--- src/sv/urh_pkg.sv ---
// ----------------------------------------------------------------------------
// urh_pkg: shared types for the undo/redo history ring
// Opcodes, controller state encoding and the controller-to-datapath command.
// ----------------------------------------------------------------------------
package urh_pkg;

	typedef enum logic [1:0] {
		OP_PUSH = 2'd0,
		OP_READ = 2'd1,
		OP_UNDO = 2'd2,
		OP_REDO = 2'd3
	} opcode_t;

	typedef enum logic [2:0] {
		ST_IDLE = 3'b001,
		ST_EXEC = 3'b010,
		ST_RESP = 3'b100
	} state_t;

	typedef struct packed {
		logic load;
		logic exec;
	} cmd_t;

endpackage

--- src/sv/urh_ctrl.sv ---
// ----------------------------------------------------------------------------
// urh_ctrl: operation sequencer
// Accepts one operation, runs it through the datapath, strobes the result.
// ----------------------------------------------------------------------------
module urh_ctrl (
	input  logic          clk,
	input  logic          arst_n,
	input  logic          start,
	output logic          busy,
	output logic          done,
	output urh_pkg::cmd_t cmd
);
	import urh_pkg::*;

	state_t state_q;
	state_t state_d;

	always_comb begin
		state_d = state_q;
		case (state_q)
			ST_IDLE: begin
				if (start)
					state_d = ST_EXEC;
			end
			ST_EXEC: state_d = ST_RESP;
			ST_RESP: state_d = ST_IDLE;
			default: state_d = ST_IDLE;
		endcase
	end

	always_ff @(posedge clk or negedge arst_n) begin
		if (!arst_n)
			state_q <= ST_IDLE;
		else
			state_q <= state_d;
	end

	assign busy     = (state_q != ST_IDLE);
	assign done     = (state_q == ST_RESP);
	assign cmd.load = (state_q == ST_IDLE) && start;
	assign cmd.exec = (state_q == ST_EXEC);

endmodule

--- src/sv/urh_dp.sv ---
// ----------------------------------------------------------------------------
// urh_dp: history ring datapath
// Pointers, counts, the circular store and the result registers.
// ----------------------------------------------------------------------------
module urh_dp #(
	parameter int DEPTH      = 16,
	parameter int DATA_WIDTH = 32
) (
	input  logic          clk,
	input  logic          arst_n,
	input  urh_pkg::cmd_t cmd,
	input  logic [1:0]    opcode,
	input  logic [31:0]   entry_data,
	input  logic [3:0]    read_index,
	output logic          status,
	output logic [31:0]   result_data
);
	import urh_pkg::*;

	localparam int PW = (DEPTH > 1) ? $clog2(DEPTH) : 1;
	localparam int CW = $clog2(DEPTH + 1);
	localparam int IW = (CW > 4) ? CW : 4;
	localparam int SW = ((PW > 4) ? PW : 4) + 1;
	localparam logic [PW-1:0] LAST  = PW'(DEPTH - 1);
	localparam logic [CW-1:0] FULL  = CW'(DEPTH);
	localparam logic [CW-1:0] ONE   = CW'(1);
	localparam logic [SW-1:0] DEPTH_S = SW'(DEPTH);

	logic [DATA_WIDTH-1:0] mem [DEPTH];

	opcode_t               op_q;
	logic [DATA_WIDTH-1:0] data_q;
	logic [3:0]            idx_q;

	logic [PW-1:0] oldest_q;
	logic [PW-1:0] cur_q;
	logic [CW-1:0] total_q;
	logic [CW-1:0] valid_q;

	logic                  err_q;
	logic                  zero_q;
	logic [DATA_WIDTH-1:0] rd_q;

	logic [PW-1:0] cur_inc;
	logic [PW-1:0] cur_dec;
	logic [PW-1:0] oldest_inc;
	logic [SW-1:0] rsum;
	logic [PW-1:0] raddr;
	logic [PW-1:0] addr;
	logic          err;
	logic          we;

	assign cur_inc    = (cur_q == LAST) ? '0 : cur_q + PW'(1);
	assign cur_dec    = (cur_q == '0) ? LAST : cur_q - PW'(1);
	assign oldest_inc = (oldest_q == LAST) ? '0 : oldest_q + PW'(1);
	assign rsum       = SW'(oldest_q) + SW'(idx_q);
	assign raddr      = (rsum >= DEPTH_S) ? PW'(rsum - DEPTH_S) : PW'(rsum);

	always_comb begin
		err  = 1'b0;
		we   = 1'b0;
		addr = raddr;
		case (op_q)
			OP_PUSH: begin
				we   = 1'b1;
				addr = cur_inc;
			end
			OP_READ: err = (IW'(idx_q) >= IW'(total_q));
			OP_UNDO: begin
				err  = (valid_q <= ONE);
				addr = cur_dec;
			end
			OP_REDO: begin
				err  = (valid_q >= total_q);
				addr = cur_inc;
			end
			default: err = 1'b1;
		endcase
	end

	always_ff @(posedge clk) begin
		if (cmd.load) begin
			op_q   <= opcode_t'(opcode);
			data_q <= DATA_WIDTH'(entry_data);
			idx_q  <= read_index;
		end
		if (cmd.exec) begin
			err_q  <= err;
			zero_q <= err || (op_q == OP_PUSH);
		end
	end

	always_ff @(posedge clk) begin
		if (cmd.exec) begin
			if (we)
				mem[addr] <= data_q;
			rd_q <= mem[addr];
		end
	end

	always_ff @(posedge clk or negedge arst_n) begin
		if (!arst_n) begin
			oldest_q <= '0;
			cur_q    <= LAST;
			total_q  <= '0;
			valid_q  <= '0;
		end else if (cmd.exec && !err) begin
			case (op_q)
				OP_PUSH: begin
					cur_q <= cur_inc;
					if (valid_q < FULL) begin
						total_q <= valid_q + ONE;
						valid_q <= valid_q + ONE;
					end else begin
						total_q  <= valid_q;
						oldest_q <= oldest_inc;
					end
				end
				OP_UNDO: begin
					cur_q   <= cur_dec;
					valid_q <= valid_q - ONE;
				end
				OP_REDO: begin
					cur_q   <= cur_inc;
					valid_q <= valid_q + ONE;
				end
				default: ;
			endcase
		end
	end

	assign status      = err_q;
	assign result_data = zero_q ? 32'd0 : 32'(rd_q);

endmodule

--- src/sv/undo_redo_history_ring.sv ---
// ----------------------------------------------------------------------------
// undo_redo_history_ring: bounded undo/redo history in a circular store
// Sequence: idle takes start and captures the operation, exec accesses the store
// and registers the read, resp strobes done; a new operation is taken only in
// idle, busy is high in exec and resp. Reset: counts and oldest pointer clear;
// the current pointer goes to the last slot; store is undefined until written.
// The receiver cannot stall; each result is shown for exactly one cycle.
// ----------------------------------------------------------------------------
module undo_redo_history_ring #(
	parameter int DEPTH      = 16,
	parameter int DATA_WIDTH = 32
) (
	input  logic        clk,
	input  logic        arst_n,
	input  logic        start,
	output logic        busy,
	input  logic [1:0]  opcode,
	input  logic [31:0] entry_data,
	input  logic [3:0]  read_index,
	output logic        done,
	output logic        status,
	output logic [31:0] result_data
);
	import urh_pkg::*;

	cmd_t cmd;

	urh_ctrl u_ctrl (
		.clk    (clk),
		.arst_n (arst_n),
		.start  (start),
		.busy   (busy),
		.done   (done),
		.cmd    (cmd)
	);

	urh_dp #(
		.DEPTH      (DEPTH),
		.DATA_WIDTH (DATA_WIDTH)
	) u_dp (
		.clk         (clk),
		.arst_n      (arst_n),
		.cmd         (cmd),
		.opcode      (opcode),
		.entry_data  (entry_data),
		.read_index  (read_index),
		.status      (status),
		.result_data (result_data)
	);

endmodule
--- config.mk ---
export PLATFORM = sky130hd
export DESIGN_NAME = undo_redo_history_ring
export DESIGN_NICKNAME = d
export VERILOG_FILES = /design/src/sv/urh_pkg.sv /design/src/sv/urh_ctrl.sv /design/src/sv/urh_dp.sv /design/src/sv/undo_redo_history_ring.sv
export SDC_FILE = /design/constraint.sdc
export NUM_CORES = 1
export LEC_CHECK = 0
export BUFFER_PORTS_ARGS = -buffer_cell sky130_fd_sc_hd__buf_2
export CAP_MARGIN = 30
export CORE_MARGIN = 1.5
export CORE_UTILIZATION = 50
export DETAILED_ROUTE_END_ITERATION = 10
export PLACE_DENSITY = 0.76
export SLEW_MARGIN = 20
export SYNTH_ARGS = -nofsm -noshare
export SYNTH_HDL_FRONTEND = slang
export SYNTH_SLANG_ARGS = --single-unit
--- constraint.sdc ---
create_clock -name clk -period 7.1 [get_ports clk]
set_input_delay 1.42 -clock clk [delete_from_list [all_inputs] [get_ports clk]]
set_output_delay 1.42 -clock clk [all_outputs]
set_load 0.05 [all_outputs]
# Word-level counts from Yosys, hierarchy flattened
# Memories as Yosys holds them, arrays and structs flattened. A register that Yosys moved wholly into a read port is not among the register bits.
# Index checks and enable logic that the tools add are counted.
[op_classes]
order_cmp = 5
bitwise = 1
n_reduce_logical = 13
eq_ne = 10
muxes = 16
add_sub_neg = 7
[ops]
columns = ["op", "n"]
rows = [
  ["$mux W32", 1],
  ["$mux W4", 4],
  ["$pmux W4 S2", 2],
  ["$pmux W5 S3", 1],
  ["$add A4 B1 Y4 const B", 2],
  ["$eq A4 B4 Y1 const B", 2],
  ["$sub A4 B1 Y4 const B", 2],
  ["$pmux W3 S2", 1],
  ["$reduce_and A2 Y1", 3],
  ["$add A4 B4 Y5", 1],
  ["$add A5 B1 Y5 const B", 1],
  ["$ge A4 B5 Y1", 1],
  ["$ge A5 B5 Y1", 1],
  ["$ge A5 B5 Y1 const B", 1],
  ["$le A5 B1 Y1 const B", 1],
  ["$lt A5 B5 Y1 const B", 1],
  ["$mux W5", 1],
  ["$sub A5 B1 Y5 const B", 1],
  ["$eq A2 B2 Y1 const B", 2],
  ["$logic_not A4 Y1", 1],
  ["$mux W1", 4],
  ["$eq A3 B1 Y1 const B", 1],
  ["$eq A3 B2 Y1 const B", 1],
  ["$eq A3 B3 Y1 const B", 1],
  ["other kinds (14)", 15],
]
[totals]
word_cells = 63
out_inout_bits = 35
input_bits = 41
ram_bits = 512
n_memories = 1
register_bits = 61
[memory_table]
columns = ["name", "words", "word_bits", "rd", "rd_clocked_by_memory_dff", "wr", "line_no", "text"]
rows = [
  ["u_dp.mem", 16, 32, 1, 1, 1, "urh_dp.sv:29", "logic [DATA_WIDTH-1:0] mem [DEPTH];"],
]

# Longest topological paths before layout
[logic_depth]
word_depth = 5
depth_mapped = 13
mapped_depth_nobuf = 9

# Cells and area by module
# From an unflattened synthesis, not the netlist that was laid out.
[unflattened]
cells_unflattened = 1395
area_unflattened_um2 = 25374.3
[by_module_without_submodules]
columns = ["module", "instances", "area_per_inst_um2", "seq_area_each_um2", "cells_each"]
rows = [
  ["urh_dp", 1, 25230.4, 17992.3, 1384],
  ["urh_ctrl", 1, 143.9, 76.3, 11],
]

# Worst setup path before layout
# OpenSTA, ideal clock, no wires.
[synth_timing]
path_type = "reg2reg"
startpoint = "register u_dp.cur_q[0]"
endpoint = "memory u_dp.mem[6][0] (enable)"
path_stages_with_launch = 12
setup_time_ns = 0.421
setup_slack_ns = 2.964
required_ns = 6.679
synth_period_minus_slack_ns = 4.136
path_buffers = 4
t_arrival_ns = 3.714
path_cell_list = "dfstp_2 > buf_2 > inv_1 > ha_1 > o311a_1 > a211oi_2 > or2_1 > buf_4 > buf_8 > buf_4 > nand3_1 > nor2_1"
[synth_between]
elab_chain_cells = 3
word_cells_on_any_way = 7
classes_between = "add/sub: 2; eq/ne: 1; mux: 3; reduce/logical: 1"
[synth_rtl]
columns = ["item", "line_no", "text"]
rows = [
  ["start: declaration", "urh_dp.sv:36", "logic [PW-1:0] cur_q;"],
  ["start signal: assignment", "urh_dp.sv:110", "cur_q <= cur_inc;"],
  ["start signal: assignment", "urh_dp.sv:120", "cur_q <= cur_dec;"],
  ["start signal: assignment", "urh_dp.sv:124", "cur_q <= cur_inc;"],
  ["$add A4 B1 Y4 (tied with other cells)", "urh_dp.sv:53", "assign cur_inc = (cur_q == LAST) ? '0 : cur_q + PW'(1);"],
  ["$mux W4 (on tied branches)", "urh_dp.sv:53, urh_dp.sv:54", ""],
  ["$pmux W4 S2 (*)", "urh_dp.sv:63", "case (op_q)"],
  ["end: declaration", "urh_dp.sv:29", ""],
]
# Every way passes the cells marked *; elsewhere a longest branch is shown, timed or not.

# Worst setup path after layout
[layout_timing]
startpoint = "register u_dp.cur_q[0]"
endpoint = "memory u_dp.mem[5][1] (enable)"
# Same word-level chain as after synthesis.

==> impl_metrics.env <==
export IMPL_syn_nets=1482
export IMPL_diodes=0
export IMPL_grt_pass1_vias=12546
export IMPL_start_kind="flip-flop"
export IMPL_final_area_sq_um=27400
export IMPL_synth_top_family_by_area="multiplexers"
export IMPL_cts_buffers=56
export IMPL_maxCapViolCount=0
export IMPL_place_area_sq_um=25500
export IMPL_worst_pin_slew_ns=0.929
export IMPL_gp_congestion=0.784
export IMPL_synthTopCellsByCount="edfxtp_1, mux2i_1, nand2_1"
export IMPL_drc=0
export IMPL_crit_fanout=38
export IMPL_regToRegSetupSlack_ns=2.95
export IMPL_nNetsFinal=1573
export IMPL_clockBufferDepth=3
export IMPL_grt_overflow=0
export IMPL_fin_crit_ns=4.15
export IMPL_core_area_sq_um=47800
export IMPL_drt_iter0_drc=941
export IMPL_synth_adder_area_share_pct=1.32
export IMPL_fillers=3522
export IMPL_synth_seq_cells=605
export IMPL_grt_pass1_wl_mm=72.7
export IMPL_antenna_left=0
export IMPL_dieArea_sq_um=49900
export IMPL_setup_viol=0
export IMPL_rsz0062_at_grt="no"
export IMPL_num_vias=12464
export IMPL_antenna_found_initial=0
export IMPL_critical_path_class="flip-flop to flip-flop"
export IMPL_worstHoldPathType="flip-flop to flip-flop"
export IMPL_yosys_top_cells_area="edfxtp_1, mux2i_1, mux2_2"
export IMPL_yosysMostFrequentCell="edfxtp_1"
export IMPL_synthSimpleGateAreaFrac_pct=4.19
export IMPL_clk_latency_ns=0.61
export IMPL_period_share_pct=58.5
export IMPL_start_util_pct=50.8
export IMPL_grt_total_usage_pct=19.2
export IMPL_cellPowerDensity_nw_per_um2=398
export IMPL_area_growth_pct=12.8
export IMPL_yosysSeqAreaShare_pct=74.4
export IMPL_postCtsSetupRepairBufs=0
export IMPL_die_w_um=223
export IMPL_async_flop_share_pct=3.47
export IMPL_grt_max_degree=70
export IMPL_row_count=80
export IMPL_synth_xor_area_share_pct=0.433
export IMPL_synth_compound_area_share_pct=4.96
export IMPL_dp_hpwl_mm=26.8
export IMPL_yosysUniqueCellTypes=55
export IMPL_netlist_area_sq_um=24300
export IMPL_cts_clk_slew_worst_paths_ns=0.06
export IMPL_synth_flop_cell="edfxtp_1"
export IMPL_yosysTopAreaCellShare_pct=72.2
export IMPL_clock_sinks=605
export IMPL_viasPerCell=5.75
export IMPL_syn_avg_cell_area_sq_um=17.1
export IMPL_ys_warnings_count=0
export IMPL_finalSetupTns_ns=0
export IMPL_cts_htree_levels=2
export IMPL_end_kind="flip-flop"
export IMPL_ir_worst_vdd_mv=0.418
export IMPL_max_slew_margin_rel_pct=38.1
export IMPL_status="complete, no violations"
export IMPL_drive_gt1_share_pct=19.6
export IMPL_required_ns=7.41
export IMPL_port_buffers=75
export IMPL_maxSlewViolCount=0
export IMPL_drtPass1Iterations=5
export IMPL_syn_inst=1416
export IMPL_clockRootBuffer="clkbuf_16"
export IMPL_p_leak_nw=9.56
export IMPL_wl_mm=47.7
export IMPL_hold_buffers=0
export IMPL_skew_ns=0.0173
export IMPL_ios=76
export IMPL_yosysTopAreaCell="edfxtp_1"
export IMPL_cts_repair_resized=0
export IMPL_tritoncts="built"
export IMPL_synth_mux_area_share_pct=12.7
export IMPL_worstPathArrival_ns=4.46
export IMPL_die_h_um=223
export IMPL_hold_viol_final=0
export IMPL_fmax_mhz=241
export IMPL_synth_edff_count=584
export IMPL_wl_per_cell_um=22.0
## through the flow
step | utilization, % | power [mW] | instances | setup WS, ns | hold WS (ns)
floorplan | - | 7.17 | 1416 | 2.96 | 0.450
global placement | 52.9 | 7.94 | 2051 | 2.63 | 0.466
detailed placement | 53.3 | 8.06 | 2059 | 2.72 | 0.481
CTS | 56.9 | 10.9 | 2162 | 2.72 | 0.495
global route | 57.2 | 11.4 | 2167 | 2.75 | 0.510
finish | 57.2 | 10.9 | 2167 | 2.95 | 0.489
## logic make-up after synthesis
family | after synthesis
multiplexers | 295
AND/OR/NAND/NOR | 222
buffers and inverters | 99
flip-flops | 605
AO/OA/AOI/OAI | 158
adder cells (fa/ha/maj) | 25
XOR/XNOR | 12
## worst max-delay path: stages (launching register included)
cell and delay [ns]:
dfstp_2 0.64, inv_1 0.10, ha_1 0.28, o311a_1 0.38
a211oi_2 0.35, or2_4 0.49, buf_12 0.31, nand3_1 0.38
nor2_4 0.67, buf_16 0.24
## final timing paths
check                                                 start  depth (start not counted)                             to
worst max-delay path              u_dp.cur_q[0]$_DFFE_PN1P_                          9       u_dp.mem[5][1]$_DFFE_PP_
worst min-delay path            u_dp.total_q[1]$_DFFE_PN0P_                          2    u_dp.total_q[1]$_DFFE_PN0P_
worst max register to register    u_dp.cur_q[0]$_DFFE_PN1P_                          9       u_dp.mem[5][1]$_DFFE_PP_
worst min register to register  u_dp.total_q[1]$_DFFE_PN0P_                          2    u_dp.total_q[1]$_DFFE_PN0P_
max in group asynchronous                            arst_n                          1  u_ctrl.state_q[0]$_DFFE_PN1P_
min in group asynchronous                            arst_n                          1   u_dp.oldest_q[2]$_DFFE_PN0P_
## flip-flops by register name (all words and copies together), names as in the netlist
name	cells
u_dp.mem	512
u_dp.data_q	32
u_dp.rd_q	32
u_dp.total_q	5
u_dp.valid_q	5
u_dp.cur_q	4
u_dp.idx_q	4
u_dp.oldest_q	4
u_ctrl.state_q	3
u_dp.op_q	2
u_dp.status	1
u_dp.zero_q	1
## layer usage
metal	routed length (um)	track usage, %	vias to the layer above
met5	0	0	-
met3	2340	3.46	64
met1	20300	25.1	6355
met4	908	5.80	0
li1	-	-	5716
met2	24100	32.9	329
## power breakdown
group          switching (mW)  leakage [nW]  total (mW)  internal (mW)
clock                    1.25         0.843        2.84           1.58
sequential              0.256          5.53        4.61           4.36
combinational            2.10          3.18        3.46           1.36
## area by class of cell
cell class | count | area (sq um) | area share [%]
Timing Repair Buffer | 107 | 841 | 3.07
Sequential cell | 605 | 18100 | 66.0
Clock buffer | 73 | 1490 | 5.43
Clock inverter | 30 | 245 | 0.896
Multi-Input combinational cell | 712 | 5870 | 21.5
Inverter | 25 | 93.8 | 0.343
Tap cell | 615 | 769 | 2.81
## placed cells by master, fill, tap and decap left out, drive strengths merged, types with 2 or more instances in the layout
cell type	synthesis	routed
a211oi	2	2
a22oi	32	32
o21ai	17	17
inv	25	26
nand3	15	15
nor3b	2	2
nor2b	34	34
ha	24	24
dfstp	5	5
a32oi	33	33
mux2i	197	197
nor2	35	35
o31ai	4	4
dfrtp	16	16
nand2	115	115
clkinv	0	26
a311oi	2	2
o311ai	2	2
xor2	6	6
clkbuf	33	73
buf	41	107
a21oi	15	15
xnor2	6	6
and2	4	4
a21o	7	7
mux2	98	98
a31oi	3	3
bufinv	0	3
and3	2	2
o2111ai	32	32
nor3	3	3
edfxtp	584	584
nand2b	5	5
Note: power is estimated with default switching activity, not from simulation.
